### src/rtl/command_line_editor_matcher_assert.svh
// Assertion macros for the command line editor and matcher.
// Used by the top level only; expects clk and rst_n in scope.
`ifndef COMMAND_LINE_EDITOR_MATCHER_ASSERT_SVH
`define COMMAND_LINE_EDITOR_MATCHER_ASSERT_SVH

// Same-cycle implication, checked out of reset.
`define CLEM_ASSERT_IMPLY(label, ante, cons, msg) \
    label: assert property (@(posedge clk) disable iff (!rst_n) (ante) |-> (cons)) \
        else $error(msg);

// Next-cycle implication, checked out of reset.
`define CLEM_ASSERT_NEXT(label, ante, cons, msg) \
    label: assert property (@(posedge clk) disable iff (!rst_n) (ante) |=> (cons)) \
        else $error(msg);

`endif

### src/rtl/cle_pkg.sv
// Shared types, character codes and command name table for the line editor.
// No dependencies; imported by every module of the block except cle_ram.
package cle_pkg;

    localparam int LINE_LEN_DEF     = 64;
    localparam int NUM_COMMANDS_DEF = 32;
    localparam int NAME_LEN_DEF     = 12;

    // front queue
    localparam int FQ_DEPTH = 4;
    localparam int FQ_AW    = $clog2(FQ_DEPTH);

    localparam logic [7:0] CH_BS    = 8'h08;
    localparam logic [7:0] CH_LF    = 8'h0A;
    localparam logic [7:0] CH_CR    = 8'h0D;
    localparam logic [7:0] CH_QUOTE = 8'h22;

    typedef enum logic [1:0] {
        KIND_CHAR = 2'd0,
        KIND_BS   = 2'd1,
        KIND_EOL  = 2'd2
    } item_kind_t;

    typedef struct packed {
        item_kind_t  kind;
        logic [7:0]  ch;
    } fq_entry_t;

    typedef struct packed {
        logic       valid;
        fq_entry_t  entry;
    } fq_head_t;

    typedef enum logic [1:0] {
        STAT_MATCHED   = 2'd0,
        STAT_NOT_FOUND = 2'd1,
        STAT_TOO_LONG  = 2'd2,
        STAT_NO_NAME   = 2'd3
    } result_status_t;

    typedef struct packed {
        result_status_t  status;
        logic [4:0]      command_index;
        logic [6:0]      param_start;
        logic [6:0]      line_length;
    } result_t;

    // built-in command names, zero padded
    localparam int NUM_BUILTIN = 4;
    localparam int BUILTIN_MAX = 9;

    localparam logic [7:0] BUILTIN_NAMES [NUM_BUILTIN][BUILTIN_MAX] = '{
        '{8'h56, 8'h49, 8'h4E, 8'h00, 8'h00, 8'h00, 8'h00, 8'h00, 8'h00},  // VIN
        '{8'h54, 8'h49, 8'h4D, 8'h45, 8'h52, 8'h00, 8'h00, 8'h00, 8'h00},  // TIMER
        '{8'h50, 8'h52, 8'h49, 8'h4E, 8'h54, 8'h43, 8'h4D, 8'h44, 8'h00},  // PRINTCMD
        '{8'h48, 8'h45, 8'h4C, 8'h50, 8'h00, 8'h00, 8'h00, 8'h00, 8'h00}   // HELP
    };

    localparam logic [5:0] BUILTIN_LEN [NUM_BUILTIN] = '{6'd3, 6'd5, 6'd8, 6'd4};

    function automatic logic is_name_char(input logic [7:0] c);
        return (c >= 8'h41 && c <= 8'h5A) || (c >= 8'h30 && c <= 8'h39);
    endfunction

    // byte of the name ROM; bytes past the name length read as zero
    function automatic logic [7:0] rom_byte(input logic [7:0] idx, input logic [4:0] pos);
        logic [7:0] b;
        b = 8'h00;
        if (idx < 8'(NUM_BUILTIN) && pos < 5'(BUILTIN_MAX))
        begin
            b = BUILTIN_NAMES[idx[1:0]][pos[3:0]];
        end
        return b;
    endfunction

    // name length of a ROM entry, capped at name_len
    function automatic logic [5:0] rom_name_len(input logic [7:0] idx,
                                                input logic [5:0] name_len);
        logic [5:0] n;
        n = 6'd0;
        if (idx < 8'(NUM_BUILTIN))
        begin
            n = BUILTIN_LEN[idx[1:0]];
            if (n > name_len)
            begin
                n = name_len;
            end
        end
        return n;
    endfunction

endpackage

### src/rtl/cle_ram.sv
// Generic single-port-write, single-port-read RAM with registered read data.
// No dependencies.
module cle_ram #(
    parameter int WIDTH = 8,
    parameter int DEPTH = 64
) (
    input  logic                      clk,
    input  logic                      wr_en,
    input  logic [$clog2(DEPTH)-1:0]  wr_addr,
    input  logic [WIDTH-1:0]          wr_data,
    input  logic                      rd_en,
    input  logic [$clog2(DEPTH)-1:0]  rd_addr,
    output logic [WIDTH-1:0]          rd_data
);

    logic [WIDTH-1:0] mem [DEPTH];

    always_ff @(posedge clk)
    begin
        if (wr_en)
        begin
            mem[wr_addr] <= wr_data;
        end
        if (rd_en)
        begin
            rd_data <= mem[rd_addr];
        end
    end

endmodule

### src/rtl/cle_front.sv
// Front end: takes received words, classifies them and queues them.
// Depends on cle_pkg.
module cle_front (
    input  logic               clk,
    input  logic               rst_n,
    input  logic               push,
    output logic               full,
    input  logic [7:0]         char_code,
    input  logic               take,
    output cle_pkg::fq_head_t  head
);
    import cle_pkg::*;

    fq_entry_t          slot_reg [FQ_DEPTH];
    logic [FQ_AW-1:0]   wr_ptr_reg, wr_ptr_next;
    logic [FQ_AW-1:0]   rd_ptr_reg, rd_ptr_next;
    logic [FQ_AW:0]     cnt_reg, cnt_next;
    logic               do_push, do_take;
    fq_entry_t          new_entry;

    assign full    = (cnt_reg == (FQ_AW+1)'(FQ_DEPTH));
    assign do_push = push && !full;
    assign do_take = take && (cnt_reg != '0);

    always_comb
    begin
        new_entry.ch = char_code;
        unique case (char_code)
            CH_LF, CH_CR: new_entry.kind = KIND_EOL;
            CH_BS:        new_entry.kind = KIND_BS;
            default:      new_entry.kind = KIND_CHAR;
        endcase
    end

    always_comb
    begin
        wr_ptr_next = wr_ptr_reg;
        rd_ptr_next = rd_ptr_reg;
        cnt_next    = cnt_reg;
        if (do_push)
        begin
            wr_ptr_next = wr_ptr_reg + 1'b1;
        end
        if (do_take)
        begin
            rd_ptr_next = rd_ptr_reg + 1'b1;
        end
        if (do_push && !do_take)
        begin
            cnt_next = cnt_reg + 1'b1;
        end
        else if (do_take && !do_push)
        begin
            cnt_next = cnt_reg - 1'b1;
        end
    end

    always_ff @(posedge clk or negedge rst_n)
    begin
        if (!rst_n)
        begin
            wr_ptr_reg <= '0;
            rd_ptr_reg <= '0;
            cnt_reg    <= '0;
        end
        else
        begin
            wr_ptr_reg <= wr_ptr_next;
            rd_ptr_reg <= rd_ptr_next;
            cnt_reg    <= cnt_next;
        end
    end

    always_ff @(posedge clk)
    begin
        if (do_push)
        begin
            slot_reg[wr_ptr_reg] <= new_entry;
        end
    end

    assign head.valid = (cnt_reg != '0);
    assign head.entry = slot_reg[rd_ptr_reg];

endmodule

### src/rtl/cle_back.sv
// Back end: line editing, command name scan and ROM match, result register.
// Depends on cle_pkg and cle_ram.
module cle_back #(
    parameter int LINE_LEN     = cle_pkg::LINE_LEN_DEF,
    parameter int NUM_COMMANDS = cle_pkg::NUM_COMMANDS_DEF,
    parameter int NAME_LEN     = cle_pkg::NAME_LEN_DEF
) (
    input  logic               clk,
    input  logic               rst_n,
    input  cle_pkg::fq_head_t  head,
    output logic               take,
    input  logic               pop,
    output logic               res_valid,
    output cle_pkg::result_t   res_word
);
    import cle_pkg::*;

    localparam int CW  = $clog2(LINE_LEN + 2);
    localparam int AW  = $clog2(LINE_LEN);
    localparam int MW  = (CW > 6) ? CW : 6;
    localparam int NIW = $clog2(NAME_LEN);
    localparam int CIW = (NUM_COMMANDS > 1) ? $clog2(NUM_COMMANDS) : 1;

    typedef enum logic [4:0] {
        ST_IDLE   = 5'b00001,
        ST_BSCHK  = 5'b00010,
        ST_SCAN   = 5'b00100,
        ST_MATCH  = 5'b01000,
        ST_RESULT = 5'b10000
    } back_state_t;

    back_state_t      state_reg, state_next;
    logic [CW-1:0]    count_reg, count_next;
    logic             quote_reg, quote_next;
    logic [CW-1:0]    scan_pos_reg, scan_pos_next;
    logic [CW-1:0]    len_reg, len_next;
    logic [CIW-1:0]   cmd_reg, cmd_next;
    logic [7:0]       name_reg [NAME_LEN];
    result_t          res_reg, res_next;
    logic             out_valid_reg, out_valid_next;
    result_t          out_reg, out_next;

    logic             ram_wr_en, ram_rd_en;
    logic [AW-1:0]    ram_wr_addr, ram_rd_addr;
    logic [7:0]       ram_wr_data, ram_rd_data;
    logic             name_wr;
    logic [CW-1:0]    pos_inc;
    logic             scan_done;
    logic [CW-1:0]    scan_len;
    logic             quote_toggled;
    logic             name_hit;
    logic [5:0]       rom_len;

    cle_ram #(
        .WIDTH (8),
        .DEPTH (LINE_LEN)
    ) u_line_ram (
        .clk     (clk),
        .wr_en   (ram_wr_en),
        .wr_addr (ram_wr_addr),
        .wr_data (ram_wr_data),
        .rd_en   (ram_rd_en),
        .rd_addr (ram_rd_addr),
        .rd_data (ram_rd_data)
    );

    assign take = (state_reg == ST_IDLE) && head.valid;

    // one ROM entry compared per cycle, all name bytes at once
    always_comb
    begin
        rom_len  = rom_name_len(8'(cmd_reg), 6'(NAME_LEN));
        name_hit = (MW'(rom_len) == MW'(len_reg));
        for (int k = 0; k < NAME_LEN; k++)
        begin
            if ((MW'(k) < MW'(len_reg)) && (name_reg[k] != rom_byte(8'(cmd_reg), 5'(k))))
            begin
                name_hit = 1'b0;
            end
        end
    end

    always_comb
    begin
        state_next     = state_reg;
        count_next     = count_reg;
        quote_next     = quote_reg;
        scan_pos_next  = scan_pos_reg;
        len_next       = len_reg;
        cmd_next       = cmd_reg;
        res_next       = res_reg;
        out_next       = out_reg;
        out_valid_next = out_valid_reg;
        ram_wr_en      = 1'b0;
        ram_wr_addr    = AW'(count_reg);
        ram_wr_data    = head.entry.ch;
        ram_rd_en      = 1'b0;
        ram_rd_addr    = '0;
        name_wr        = 1'b0;
        pos_inc        = scan_pos_reg + CW'(1);
        scan_done      = 1'b0;
        scan_len       = scan_pos_reg;
        quote_toggled  = quote_reg ^ (head.entry.ch == CH_QUOTE);

        if (out_valid_reg && pop)
        begin
            out_valid_next = 1'b0;
        end

        unique case (state_reg)
            ST_IDLE:
            begin
                if (head.valid)
                begin
                    unique case (head.entry.kind)
                        KIND_CHAR:
                        begin
                            quote_next = quote_toggled;
                            if (!quote_toggled && head.entry.ch >= 8'h61
                                && head.entry.ch <= 8'h7A)
                            begin
                                ram_wr_data = head.entry.ch - 8'd32;
                            end
                            if (count_reg < CW'(LINE_LEN))
                            begin
                                ram_wr_en  = 1'b1;
                                count_next = count_reg + CW'(1);
                            end
                            else if (count_reg == CW'(LINE_LEN))
                            begin
                                count_next = count_reg + CW'(1);  // overshoot mark
                            end
                        end
                        KIND_BS:
                        begin
                            if (count_reg > CW'(LINE_LEN))
                            begin
                                count_next = CW'(LINE_LEN);
                            end
                            else if (count_reg != '0)
                            begin
                                count_next  = count_reg - CW'(1);
                                ram_rd_en   = 1'b1;
                                ram_rd_addr = AW'(count_reg - CW'(1));
                                state_next  = ST_BSCHK;
                            end
                        end
                        KIND_EOL:
                        begin
                            quote_next = 1'b0;
                            if (count_reg > CW'(LINE_LEN))
                            begin
                                res_next.status        = STAT_TOO_LONG;
                                res_next.command_index = '0;
                                res_next.param_start   = '0;
                                res_next.line_length   = 7'(LINE_LEN);
                                state_next             = ST_RESULT;
                            end
                            else if (count_reg != '0)
                            begin
                                res_next.line_length = 7'(count_reg);
                                ram_rd_en            = 1'b1;
                                ram_rd_addr          = '0;
                                scan_pos_next        = '0;
                                state_next           = ST_SCAN;
                            end
                        end
                        default:
                        begin
                        end
                    endcase
                end
            end

            ST_BSCHK:
            begin
                // removed a quote: undo its toggle
                if (ram_rd_data == CH_QUOTE)
                begin
                    quote_next = ~quote_reg;
                end
                state_next = ST_IDLE;
            end

            ST_SCAN:
            begin
                if (is_name_char(ram_rd_data))
                begin
                    name_wr = (MW'(scan_pos_reg) < MW'(NAME_LEN));
                    if (pos_inc == count_reg)
                    begin
                        scan_done = 1'b1;
                        scan_len  = pos_inc;
                    end
                    else
                    begin
                        ram_rd_en     = 1'b1;
                        ram_rd_addr   = AW'(pos_inc);
                        scan_pos_next = pos_inc;
                    end
                end
                else
                begin
                    scan_done = 1'b1;
                end

                if (scan_done)
                begin
                    len_next = scan_len;
                    if (scan_len == '0)
                    begin
                        res_next.status        = STAT_NO_NAME;
                        res_next.command_index = '0;
                        res_next.param_start   = '0;
                        state_next             = ST_RESULT;
                    end
                    else
                    begin
                        cmd_next   = '0;
                        state_next = ST_MATCH;
                    end
                end
            end

            ST_MATCH:
            begin
                res_next.param_start = 7'(len_reg + CW'(1));
                if (name_hit)
                begin
                    res_next.status        = STAT_MATCHED;
                    res_next.command_index = 5'(cmd_reg);
                    state_next             = ST_RESULT;
                end
                else if (cmd_reg == CIW'(NUM_COMMANDS - 1))
                begin
                    res_next.status        = STAT_NOT_FOUND;
                    res_next.command_index = '0;
                    state_next             = ST_RESULT;
                end
                else
                begin
                    cmd_next = cmd_reg + CIW'(1);
                end
            end

            ST_RESULT:
            begin
                if (!out_valid_reg || pop)
                begin
                    out_next       = res_reg;
                    out_valid_next = 1'b1;
                    count_next     = '0;
                    state_next     = ST_IDLE;
                end
            end

            default:
            begin
                state_next = ST_IDLE;
            end
        endcase
    end

    always_ff @(posedge clk or negedge rst_n)
    begin
        if (!rst_n)
        begin
            state_reg     <= ST_IDLE;
            count_reg     <= '0;
            quote_reg     <= 1'b0;
            out_valid_reg <= 1'b0;
        end
        else
        begin
            state_reg     <= state_next;
            count_reg     <= count_next;
            quote_reg     <= quote_next;
            out_valid_reg <= out_valid_next;
        end
    end

    always_ff @(posedge clk)
    begin
        scan_pos_reg <= scan_pos_next;
        len_reg      <= len_next;
        cmd_reg      <= cmd_next;
        res_reg      <= res_next;
        out_reg      <= out_next;
        if (name_wr)
        begin
            name_reg[NIW'(scan_pos_reg)] <= ram_rd_data;
        end
    end

    assign res_valid = out_valid_reg;
    assign res_word  = out_reg;

endmodule

### src/rtl/command_line_editor_matcher.sv
// Top level of the command line editor and command name matcher.
// Depends on cle_pkg, cle_front, cle_back (with cle_ram) and the assertion header.
//
// Received words go in through a queue-style port (push/full) and land in a
// four-entry front queue, so the sender only sees full when four words are
// already waiting. The back end edits the line one word at a time: an
// ordinary character or a backspace on an overshot or empty line is handled
// in the idle state alone, a backspace that removes a stored character also
// passes through a check state (the line RAM read is registered, and the
// removed byte decides whether the quote mode flips back). A CR or LF on a
// non-empty line starts the lookup: the name scan reads the line RAM one
// byte a cycle, then the ROM is walked one command per cycle (all name bytes
// of an entry are compared at once) until the first hit or the last entry,
// and the result state hands the result to the output register. An overlong
// line reports straight away. The result waits in the output register
// (empty/pop) while the next line is already being edited; the back end
// only stalls if a second result is ready before the first is popped.
// Results: status 0 matched, 1 not found, 2 line too long, 3 no command
// name; command_index is zero unless matched; param_start is the name
// length plus one for status 0 and 1.

`include "command_line_editor_matcher_assert.svh"

module command_line_editor_matcher #(
    parameter int LINE_LEN     = cle_pkg::LINE_LEN_DEF,
    parameter int NUM_COMMANDS = cle_pkg::NUM_COMMANDS_DEF,
    parameter int NAME_LEN     = cle_pkg::NAME_LEN_DEF
) (
    input  logic        clk,
    input  logic        rst_n,
    input  logic        push,
    output logic        full,
    input  logic [7:0]  char_code,
    output logic        empty,
    input  logic        pop,
    output logic [1:0]  status,
    output logic [4:0]  command_index,
    output logic [6:0]  param_start,
    output logic [6:0]  line_length
);
    import cle_pkg::*;

    fq_head_t  fq_head;
    logic      fq_take;
    logic      res_valid;
    result_t   res_word;

    // front: classify and queue received words
    cle_front u_front (
        .clk       (clk),
        .rst_n     (rst_n),
        .push      (push),
        .full      (full),
        .char_code (char_code),
        .take      (fq_take),
        .head      (fq_head)
    );

    // back: edit the line, scan and match, hold the result word
    cle_back #(
        .LINE_LEN     (LINE_LEN),
        .NUM_COMMANDS (NUM_COMMANDS),
        .NAME_LEN     (NAME_LEN)
    ) u_back (
        .clk       (clk),
        .rst_n     (rst_n),
        .head      (fq_head),
        .take      (fq_take),
        .pop       (pop),
        .res_valid (res_valid),
        .res_word  (res_word)
    );

    assign empty         = !res_valid;
    assign status        = res_word.status;
    assign command_index = res_word.command_index;
    assign param_start   = res_word.param_start;
    assign line_length   = res_word.line_length;

    // only a match carries an index
    `CLEM_ASSERT_IMPLY(a_index_only_on_match,
        !empty && status != STAT_MATCHED, command_index == 5'd0,
        "command index set on a result that is not a match")

    // a matched name is never empty, so parameters start past position zero
    `CLEM_ASSERT_IMPLY(a_match_has_name,
        !empty && status == STAT_MATCHED, param_start != 7'd0,
        "match reported with empty command name")

    // overlong line reports the full length and no parameters
    `CLEM_ASSERT_IMPLY(a_too_long_fields,
        !empty && status == STAT_TOO_LONG,
        line_length == 7'(LINE_LEN) && param_start == 7'd0,
        "overlong line result fields wrong")

    // a waiting word stays put until it is popped
    `CLEM_ASSERT_NEXT(a_hold_until_pop,
        !empty && !pop,
        !empty && $stable({status, command_index, param_start, line_length}),
        "result word changed or vanished before it was popped")

endmodule

### config.mk
export PLATFORM = sky130hd
export DESIGN_NAME = command_line_editor_matcher
export DESIGN_NICKNAME = d
export VERILOG_FILES = /design/src/rtl/cle_pkg.sv /design/src/rtl/cle_ram.sv /design/src/rtl/cle_front.sv /design/src/rtl/cle_back.sv /design/src/rtl/command_line_editor_matcher.sv
export VERILOG_INCLUDE_DIRS = /design/src /design/src/rtl
export SDC_FILE = /design/constraint.sdc
export NUM_CORES = 1
export LEC_CHECK = 0
export BUFFER_PORTS_ARGS = -buffer_cell sky130_fd_sc_hd__buf_2
export CAP_MARGIN = 10
export CORE_UTILIZATION = 43
export CTS_CLUSTER_DIAMETER = 120
export DETAILED_ROUTE_END_ITERATION = 6
export HOLD_SLACK_MARGIN = 0.15
export SLEW_MARGIN = 5
export SYNTH_ARGS = -nofsm -noshare
export SYNTH_HDL_FRONTEND = slang
export SYNTH_HIERARCHICAL = 1
export SYNTH_SLANG_ARGS = --single-unit
### constraint.sdc
create_clock -name clk -period 13.2 [get_ports clk]
set_input_delay 2.64 -clock clk [delete_from_list [all_inputs] [get_ports clk]]
set_output_delay 2.64 -clock clk [all_outputs]
set_load 0.02 [all_outputs]
# ---- After elaboration in Yosys (flattened, before gate mapping)
# Memory sizes are Yosys's and may differ from the RTL's. A register that Yosys moved wholly into a read port is not among the register bits.
# Cells that the tools add are included.
dict set report totals {
  reg_bits 82
  latch_bits 0
  mem_bits_rw 648
  mem_bits_ro 0
  input_bits 12
  out_inout_bits 23
  elab_cells 279
  n_memories 3
}
# name depth word_bits read_ports rd_clocked_by_memory_dff wr line
set memory_table {}
lappend memory_table {u_back.u_line_ram.mem 64 8 1 1 1 cle_ram.sv:16} ;# logic [WIDTH-1:0] mem [DEPTH];
lappend memory_table {u_back.name_reg 12 8 12 0 1 cle_back.sv:38} ;# logic [7:0] name_reg [NAME_LEN];
lappend memory_table {u_front.slot_reg 4 10 1 0 1 cle_front.sv:14} ;# fq_entry_t slot_reg [FQ_DEPTH];
dict set report classes {
  addsub 10
  multipliers 0
  div_mod_pow 0
  order_cmp 24
  eq_ne 49
  n_shift 0
  n_mux 117
  n_bitwise 3
  n_reduce_logical 55
}
# op n
set ops {}
lappend ops {{$bmux 72 s2} 1}
lappend ops {{$mux 72} 2}
lappend ops {{$mux 7} 19}
lappend ops {{$mux 8} 13}
lappend ops {{$ne 8x8->1} 9}
lappend ops {{$mux 5} 14}
lappend ops {{$mux 6} 10}
lappend ops {{$mux 14} 3}
lappend ops {{$mux 21} 2}
lappend ops {{$pmux 14 s3} 1}
lappend ops {{$pmux 7 s2} 3}
lappend ops {{$mux 1} 38}
lappend ops {{$lt 3x7->1 const A} 4}
lappend ops {{$lt 4x7->1 const A} 4}
lappend ops {{$eq 8x4->1 const B} 3}
lappend ops {{$reduce_bool 8->1} 3}
lappend ops {{$logic_and 1x1->1} 22}
lappend ops {{$add 7x1->7 const B} 3}
lappend ops {{$pmux 5 s2} 2}
lappend ops {{$pmux 5 s4} 1}
lappend ops {{$ne 2x2->1 const B} 9}
lappend ops {{$eq 8x6->1 const B} 2}
lappend ops {{$ge 8x7->1 const B} 2}
lappend ops {{$le 8x7->1 const B} 2}
lappend ops {{other kinds (53)} 86}

# ---- Logic depth before layout (Yosys ltp)
# Gate-level depths: netlist of the first run.
dict set report logic_depth {
  word_depth 22
  depth_mapped 19
  mapped_depth_nobuf 14
}

# ---- Hierarchy
# The synthesis of the first run kept the hierarchy.
# module n_inst cells_each area_per_inst_um2 seq_area_each_um2
set modules_own_cells {}
lappend modules_own_cells {cle_ram 1 972 20270.7 15615.0}
lappend modules_own_cells {cle_back 1 630 7931.4 5066.1}
lappend modules_own_cells {cle_front 1 94 1915.6 1376.3}
lappend modules_own_cells {command_line_editor_matcher 1 1 3.8 0.0}

# ---- Worst setup path after synthesis of the first run
# Ideal clock, no wire load.
dict set report synth_path {
  path_kind {flip-flop to flip-flop}
  startpoint {reg u_front.rd_ptr_reg[0]}
  endpoint {mem u_back.u_line_ram.mem[0][6], data pin}
  setup_ns 0.548
  arrival_time_ns 3.853
  t_required_ns 12.652
  setup_slack_ns 8.799
  stages_incl_launch_ff 6
  path_buffers 1
  period_less_slack_ns 4.401
  cell_sequence {dfrtp_1 > buf_4 > mux4_2 > nor4_1 > a2111oi_2 > a21oi_1}
}
# item line
set synth_rtl {}
lappend synth_rtl {{from (decl)} cle_front.sv:16} ;# logic [FQ_AW-1:0] rd_ptr_reg, rd_ptr_next;
lappend synth_rtl {{from (signal assigned)} cle_front.sv:69} ;# rd_ptr_reg <= rd_ptr_next;
lappend synth_rtl {{to (decl)} cle_ram.sv:16}

==> flow_summary_export.csv, run 1 <==
group,metric,value,unit
final_layout,syn_to_final_growth,11.5,%
drt,wl,68.8,mm
power,netSwitchingFraction,0.304,
logic_synthesis,async_flop_share,0.0285,
cts,post_cts_buffers,0,
final_layout,largest_register_ffs,512,
run_status,status,"complete, no violations",
die,die_height,267,um
die,rows,96,
die,dieArea,71100,um2
final_layout,diodes,0,
power,leakagePower,0.0104,uW
power,pwr-share-seq,0.483,
critical_path,critPathTopFamily,"buffers and inverters",
logic_synthesis,synth_top_area_share,0.715,
placement,gp_congestion,0.846,
critical_path,crit_arrival,6.94,ns
critical_path,setup.worst_path.start_class,"flip-flop",
drt,dr.pass1.iters,6,
logic_synthesis,ys.flop_type,"edfxtp_1",
power,netSwitchingPower,2070,uW
sta,setup_viol,0,
worst_hold_path,min_path_type,"flip-flop to flip-flop",
cts,clockRootBuffer,"clkbuf_16",
cts,cts_sinks,738,
logic_synthesis,netlist_area,30100,um2
job,drv_cap,0,
power,internal_power,4740,uW
critical_path,path_cells,"mux4_2 > inv_1 > ha_1 > inv_1 > nor2_1 > nand2_1 > o22ai_4 > buf_4 > buf_4 > mux4_2 > mux4_2 > o2111ai_1 > o41ai_1",
sta,slew_headroom,0.252,
critical_path,r2r_cells,13,
critical_path,cp_num_cells,13,
die,coreArea,68900,um2
final_layout,drive_gt1_frac,0.183,
sta,finalHoldViolations,0,
cts,cts_buffers,76,
logic_synthesis,ys_types,79,
die,boundaryPins,35,
global_routing,grt_pass1_wl,102,mm
global_routing,track_usage,0.197,
sta,period_minus_slack,6.58,ns
logic_synthesis,ys_ff_latch,738,
critical_path,end_kind,"flip-flop",
cts,insertion_delay,0.62,ns
cts,cts_resized,0,
drt,vias,15800,
critical_path,worst-path-max-fanout,43,
critical_path,path_class,"flip-flop to flip-flop",
placement,hpwlAfterDp,42.6,mm
sta,tns,0,ns
power,pwr-share-comb,0.220,
placement,io_buffers,34,
final_layout,final_net_count,1784,
drt,drc,0,
cts,cts_tree,"done",
critical_path,r2r_setup_slack,6.62,ns
sta,finClkSkew,0.0266,ns
logic_synthesis,synth_edf_count,717,
drt,routedWlPerCell,25.1,um
cts,path_clk_slew,0.06,ns
power,vdd_drop_max,0.000168,V
logic_synthesis,synth_warnings,6,
critical_path,crit_buf_inv,4,
logic_synthesis,yosys.area.top_type,"edfxtp_1",
sta,finalMaxSlewViolations,0,
logic_synthesis,synth-seq-area-share,0.732,
logic_synthesis,syn_nets,1735,
global_routing,grt_max_degree,69,
sta,worst_pin_slew,1.12,ns
logic_synthesis,syn_inst,1697,
drt,drtAntennaViolNets,0,
die,die_x,267,um
die,start_util,0.437,
final_layout,utilization,0.487,
cts,clk_path_buf_depth,3,
global_routing,antenna_found_initial,0,
global_routing,globalRoute.totalOverflow,0,
placement,dp_slack,6.51,ns
power,pwr-share-clk,0.297,
critical_path,max_stage_delay,0.80,ns
cts,cts_hold_buf,0,
global_routing,grt_pass1_vias,15700,
sta,max_freq,152,MHz
drt,drtIter0Drc,1537,
sta,timing.final.crit_share,0.498,
cts,cts_max_level,3,
sta,layout_setup_ws,6.62,ns
critical_path,worstPathRequired,13.56,ns
critical_path,cp_slowest_cell,"buf_4",
worst_hold_path,min_path_cells,0,
power,power.density,203,nW/um2
drt,viasPerCell,5.78,
sta,grt_setup_unrepaired,"no",
logic_synthesis,synth.area.top_cells,"edfxtp_1, mux4_2, nor2_1, dfrtp_1, ha_1",
logic_synthesis,synth.avg_cell_area,17.7,um2
critical_path,cpMostUsedCell,"mux4_2",
-- synth_stat cells (all sizes together), types with 14 or more instances --
library cell / number
a21oi: 24
and2: 25
buf: 43
clkbuf: 40
dfrtp: 20
edfxtp: 717
ha: 25
inv: 25
mux2i: 23
mux4: 134
nand2: 74
nand3: 42
nand4: 14
nor2: 136
nor2b: 18
nor3: 26
nor4: 25
o21ai: 34
o22ai: 29
xnor2: 25
xor2: 20
-- layout make-up --
type | count | area (um2)
flip-flops and latches | 738 | 22100
repair buffers | 54 | 333
well taps | 931 | 1160
multi-input cells | 849 | 7600
inverters | 27 | 101
fillers | 5704 | 35400
clock buffers | 100 | 2010
clock inverters | 39 | 327
-- cell families (layout without fill, tap and decap cells) --
family / Yosys count / in the layout / share of synthesized area
xor+xnor: 45 / 45 / 0.0131
flops: 738 / 738 / 0.732
fa+ha+maj: 26 / 26 / 0.0110
compound gates: 180 / 180 / 0.0420
mux: 161 / 161 / 0.109
simple gates: 437 / 437 / 0.0741
buf+inv: 110 / 220 / 0.0181
-- placed cells by master, fill, tap and decap left out, drive strengths merged, types with 5 or more instances in the layout --
master     n
a2111oi    7
a21o       6
a21oi     24
a221oi     9
a22o       5
a22oi     10
a31oi     13
and2      25
and3       7
buf       54
clkbuf   100
clkinv    30
dfrtp     20
edfxtp   717
ha        25
inv       28
mux2i     23
mux4     134
nand2     74
nand2b    12
nand3     42
nand3b    10
nand4     14
nor2     136
nor2b     18
nor3      26
nor3b      8
nor4      25
o211ai     5
o21ai     34
o221ai     8
o22ai     29
or2       10
or3       11
or4        8
xnor2     25
xor2      20
-- per-layer routing --
metal	wire length, um	vias up	track usage
met1	29100	8276	0.267
met3	4680	117	0.0419
met4	2170	0	0.0674
met2	32900	545	0.314
li1	-	6901	-
met5	0	-	0
-- stage by stage --
stage	hold slack (ns)	instances	power (uW)	cell area, um2
finish	0.418	2738	6810	33600
global route	0.419	2738	7090	33600
detailed placement	0.406	2598	4840	31200
global placement	0.402	2598	4790	31200
CTS	0.420	2737	6860	33600
floorplan	0.400	1697	4260	30100
-- power groups by stage --
stage,clock network (uW),registers [uW],logic [uW]
5_1_grt,2150,3310,1620
3_5_place_dp,0,3340,1500
2_1_floorplan,0,3230,1030
3_3_place_gp,0,3330,1460
4_1_cts,2070,3290,1500
6_report,2020,3290,1500
-- path summary, 6_finish.rpt --
path	from	to
min	u_back/res_reg[14]$_DFFE_PP_	u_back/res_word[14]$_DFFE_PP_
min reg2reg	u_back/res_reg[14]$_DFFE_PP_	u_back/res_word[14]$_DFFE_PP_
max	u_front/rd_ptr_reg[0]$_DFFE_PN0P_	u_back/u_line_ram/rd_data[7]$_DFFE_PP_
max in group asynchronous	rst_n	u_back/state_reg[0]$_DFFE_PN1P_
max reg2reg	u_front/rd_ptr_reg[0]$_DFFE_PN0P_	u_back/u_line_ram/rd_data[7]$_DFFE_PP_
min in group asynchronous	rst_n	u_back/count_reg[5]$_DFFE_PN0P_
Power figures use the tool's default switching activity.
==> run 2: changes to the inputs <==
==> constraint.sdc (replaced) <==
create_clock -name clk -period 5.74 [get_ports clk]
set_input_delay 1.148 -clock clk [delete_from_list [all_inputs] [get_ports clk]]
set_output_delay 1.148 -clock clk [all_outputs]
set_load 0.02 [all_outputs]
==> run 2 against run 1 <==
Hold slack lost 0.0055 ns. Combinational power grew 150%. First-iteration DRC count grew 9.4%. Sequential share of layout area shrank 0.54 points. Largest power group unchanged. Via count grew 0.51%. Die area is the same.
==> flow_summary_export.csv, run 2 (same netlist as run 1, synthesis figures left out) <==
group,metric,value,unit
sta,holdWs,0.413,ns
critical_path,worst-path-max-fanout,12,
critical_path,crit_buf_inv,3,
sta,timing.final.crit_share,0.891,
cts,path_clk_slew,0.06,ns
cts,insertion_delay,0.62,ns
critical_path,cp_slowest_cell,"o22ai_4",
final_layout,largest_register_ffs,512,
placement,hpwlAfterDp,44.3,mm
cts,cts_hold_buf,0,
drt,drtAntennaViolNets,0,
final_layout,num-fill-cells,5710,
die,die_x,267,um
drt,vias,15900,
sta,tns,0,ns
final_layout,ff_latch_area,22100,um2
job,drv_cap,0,
placement,gp_congestion,0.865,
sta,finClkSkew,0.0261,ns
sta,grt_setup_unrepaired,"no",
power,leakagePower,0.0105,uW
critical_path,critPathTopFamily,"simple AND/OR/NAND/NOR gates",
critical_path,r2r-end,"u_back/u_line_ram/rd_data[5]$_DFFE_PP_",
sta,slew_headroom,0.208,
sta,worst_pin_slew,1.18,ns
die,start_util,0.437,
critical_path,path_cells,"inv_1 > ha_1 > or3b_2 > o31a_1 > nor2_1 > nand2_1 > o22ai_4 > buf_4 > buf_4 > mux4_2 > nor2_1 > nor4_1 > o21ai_0 > nand3_1",
global_routing,track_usage,0.199,
drt,drtIter0Drc,1681,
critical_path,reg2reg_from,"u_back/count_reg[1]$_DFFE_PN0P_",
final_layout,drive_gt1_frac,0.191,
run_status,status,"complete, no violations",
final_layout,diodes,0,
critical_path,r2r_setup_slack,0.62,ns
cts,cts_max_level,3,
drt,drc,0,
critical_path,worstPathRequired,6.07,ns
final_layout,mostFrequentLayoutCell,"edfxtp_1",
worst_hold_path,hold_start,"u_back/res_reg[3]$_SDFFCE_PP0P_",
cts,clockRootBuffer,"clkbuf_16",
drt,viasPerCell,5.77,
critical_path,max_stage_delay,0.65,ns
global_routing,globalRoute.totalOverflow,0,
critical_path,path_class,"flip-flop to flip-flop",
power,vdd_drop_max,0.000410,V
worst_hold_path,min_path_type,"flip-flop to flip-flop",
sta,max_freq,195,MHz
cts,cts_tree,"done",
final_layout,multi_input_comb_area,7600,um2
die,coreArea,68900,um2
final_layout,final_net_count,1808,
power,power.density,469,nW/um2
die,rows,96,
die,boundaryPins,35,
worst_hold_path,min_path_cells,0,
worst_hold_path,min_to,"u_back/res_word[3]$_DFFE_PP_",
global_routing,grt_max_degree,66,
global_routing,grt_pass1_wl,104,mm
sta,setup_viol,0,
drt,dr.pass1.iters,5,
cts,post_cts_buffers,0,
global_routing,grt_pass1_vias,15900,
placement,io_buffers,34,
critical_path,crit_arrival,5.45,ns
final_layout,syn_to_final_growth,12.5,%
sta,finalHoldViolations,0,
drt,routedWlPerCell,25.0,um
cts,cts_resized,0,
final_layout,final_cell_mix,"edfxtp_1, nor2_1, mux4_2",
sta,period_minus_slack,5.12,ns
critical_path,r2r_cells,14,
die,die_height,267,um
critical_path,end_kind,"flip-flop",
critical_path,setup.worst_path.start_class,"flip-flop",
sta,finalMaxSlewViolations,0,
cts,clk_path_buf_depth,3,
drt,wl,69.0,mm
cts,cts_buffers,76,
cts,cts_sinks,738,
die,dieArea,71100,um2
global_routing,antenna_found_initial,0,
[run 2: how the worst max path moves through the flow]
stage                                 startpoint  depth (start not counted)                                     end  slack [ns]
5_1_grt          u_back/count_reg[1]$_DFFE_PN0P_                         14  u_back/u_line_ram/rd_data[5]$_DFFE_PP_        0.38
3_3_place_gp     u_back/count_reg[0]$_DFFE_PN0P_                         14  u_back/u_line_ram/rd_data[5]$_DFFE_PP_        0.77
2_1_floorplan  u_front/rd_ptr_reg[0]$_DFFE_PN0P_                          5   u_back/u_line_ram/mem[0][6]$_DFFE_PP_        1.34
6_report         u_back/count_reg[1]$_DFFE_PN0P_                         14  u_back/u_line_ram/rd_data[5]$_DFFE_PP_        0.62
3_5_place_dp     u_back/count_reg[1]$_DFFE_PN0P_                         14  u_back/u_line_ram/rd_data[5]$_DFFE_PP_        0.70
4_1_cts          u_back/count_reg[1]$_DFFE_PN0P_                         14  u_back/u_line_ram/rd_data[5]$_DFFE_PP_        0.65
[run 2: layout make-up]
class	instances	area share
multi-input cells	849	0.224
clock inverters	35	0.0109
clock buffers	101	0.0589
flip-flops and latches	738	0.651
well taps	931	0.0344
inverters	27	0.00299
repair buffers	78	0.0174
[run 2: where the power goes]
part / switching [uW] / internal, uW
Sequential: 269 / 7120
Combinational: 2540 / 1200
Clock: 1990 / 2770
Total: 4810 / 11100
[run 2: worst reg2reg max path: stages, from the launching register on]
cell     delay, ns
dfrtp_1       0.38
inv_1         0.11
ha_1          0.24
or3b_2        0.56
o31a_1        0.40
nor2_1        0.34
nand2_1       0.34
o22ai_4       0.66
buf_4         0.36
buf_4         0.21
mux4_2        0.57
nor2_1        0.26
nor4_1        0.08
o21ai_0       0.20
nand3_1       0.13
[run 2: metrics by stage]
stage          utilization  power [uW]  instances  cell area [um2]  setup WS, ns
6_report             0.491       15900       2759            33900         0.624
5_1_grt              0.491       16600       2759            33900         0.381
4_1_cts              0.491       16000       2759            33900         0.654
3_5_place_dp         0.457       11300       2623            31500         0.702
3_3_place_gp         0.457       11200       2623            31500         0.773
2_1_floorplan            -        9790       1697            30100          1.34
[run 2: per-layer routing]
layer / up-vias / GRT usage / routed length (um)
met4: 0 / 0.0586 / 1750
li1: 6951 / - / -
met3: 109 / 0.0373 / 4610
met5: - / 0 / 0
met2: 586 / 0.311 / 32500
met1: 8274 / 0.284 / 30200
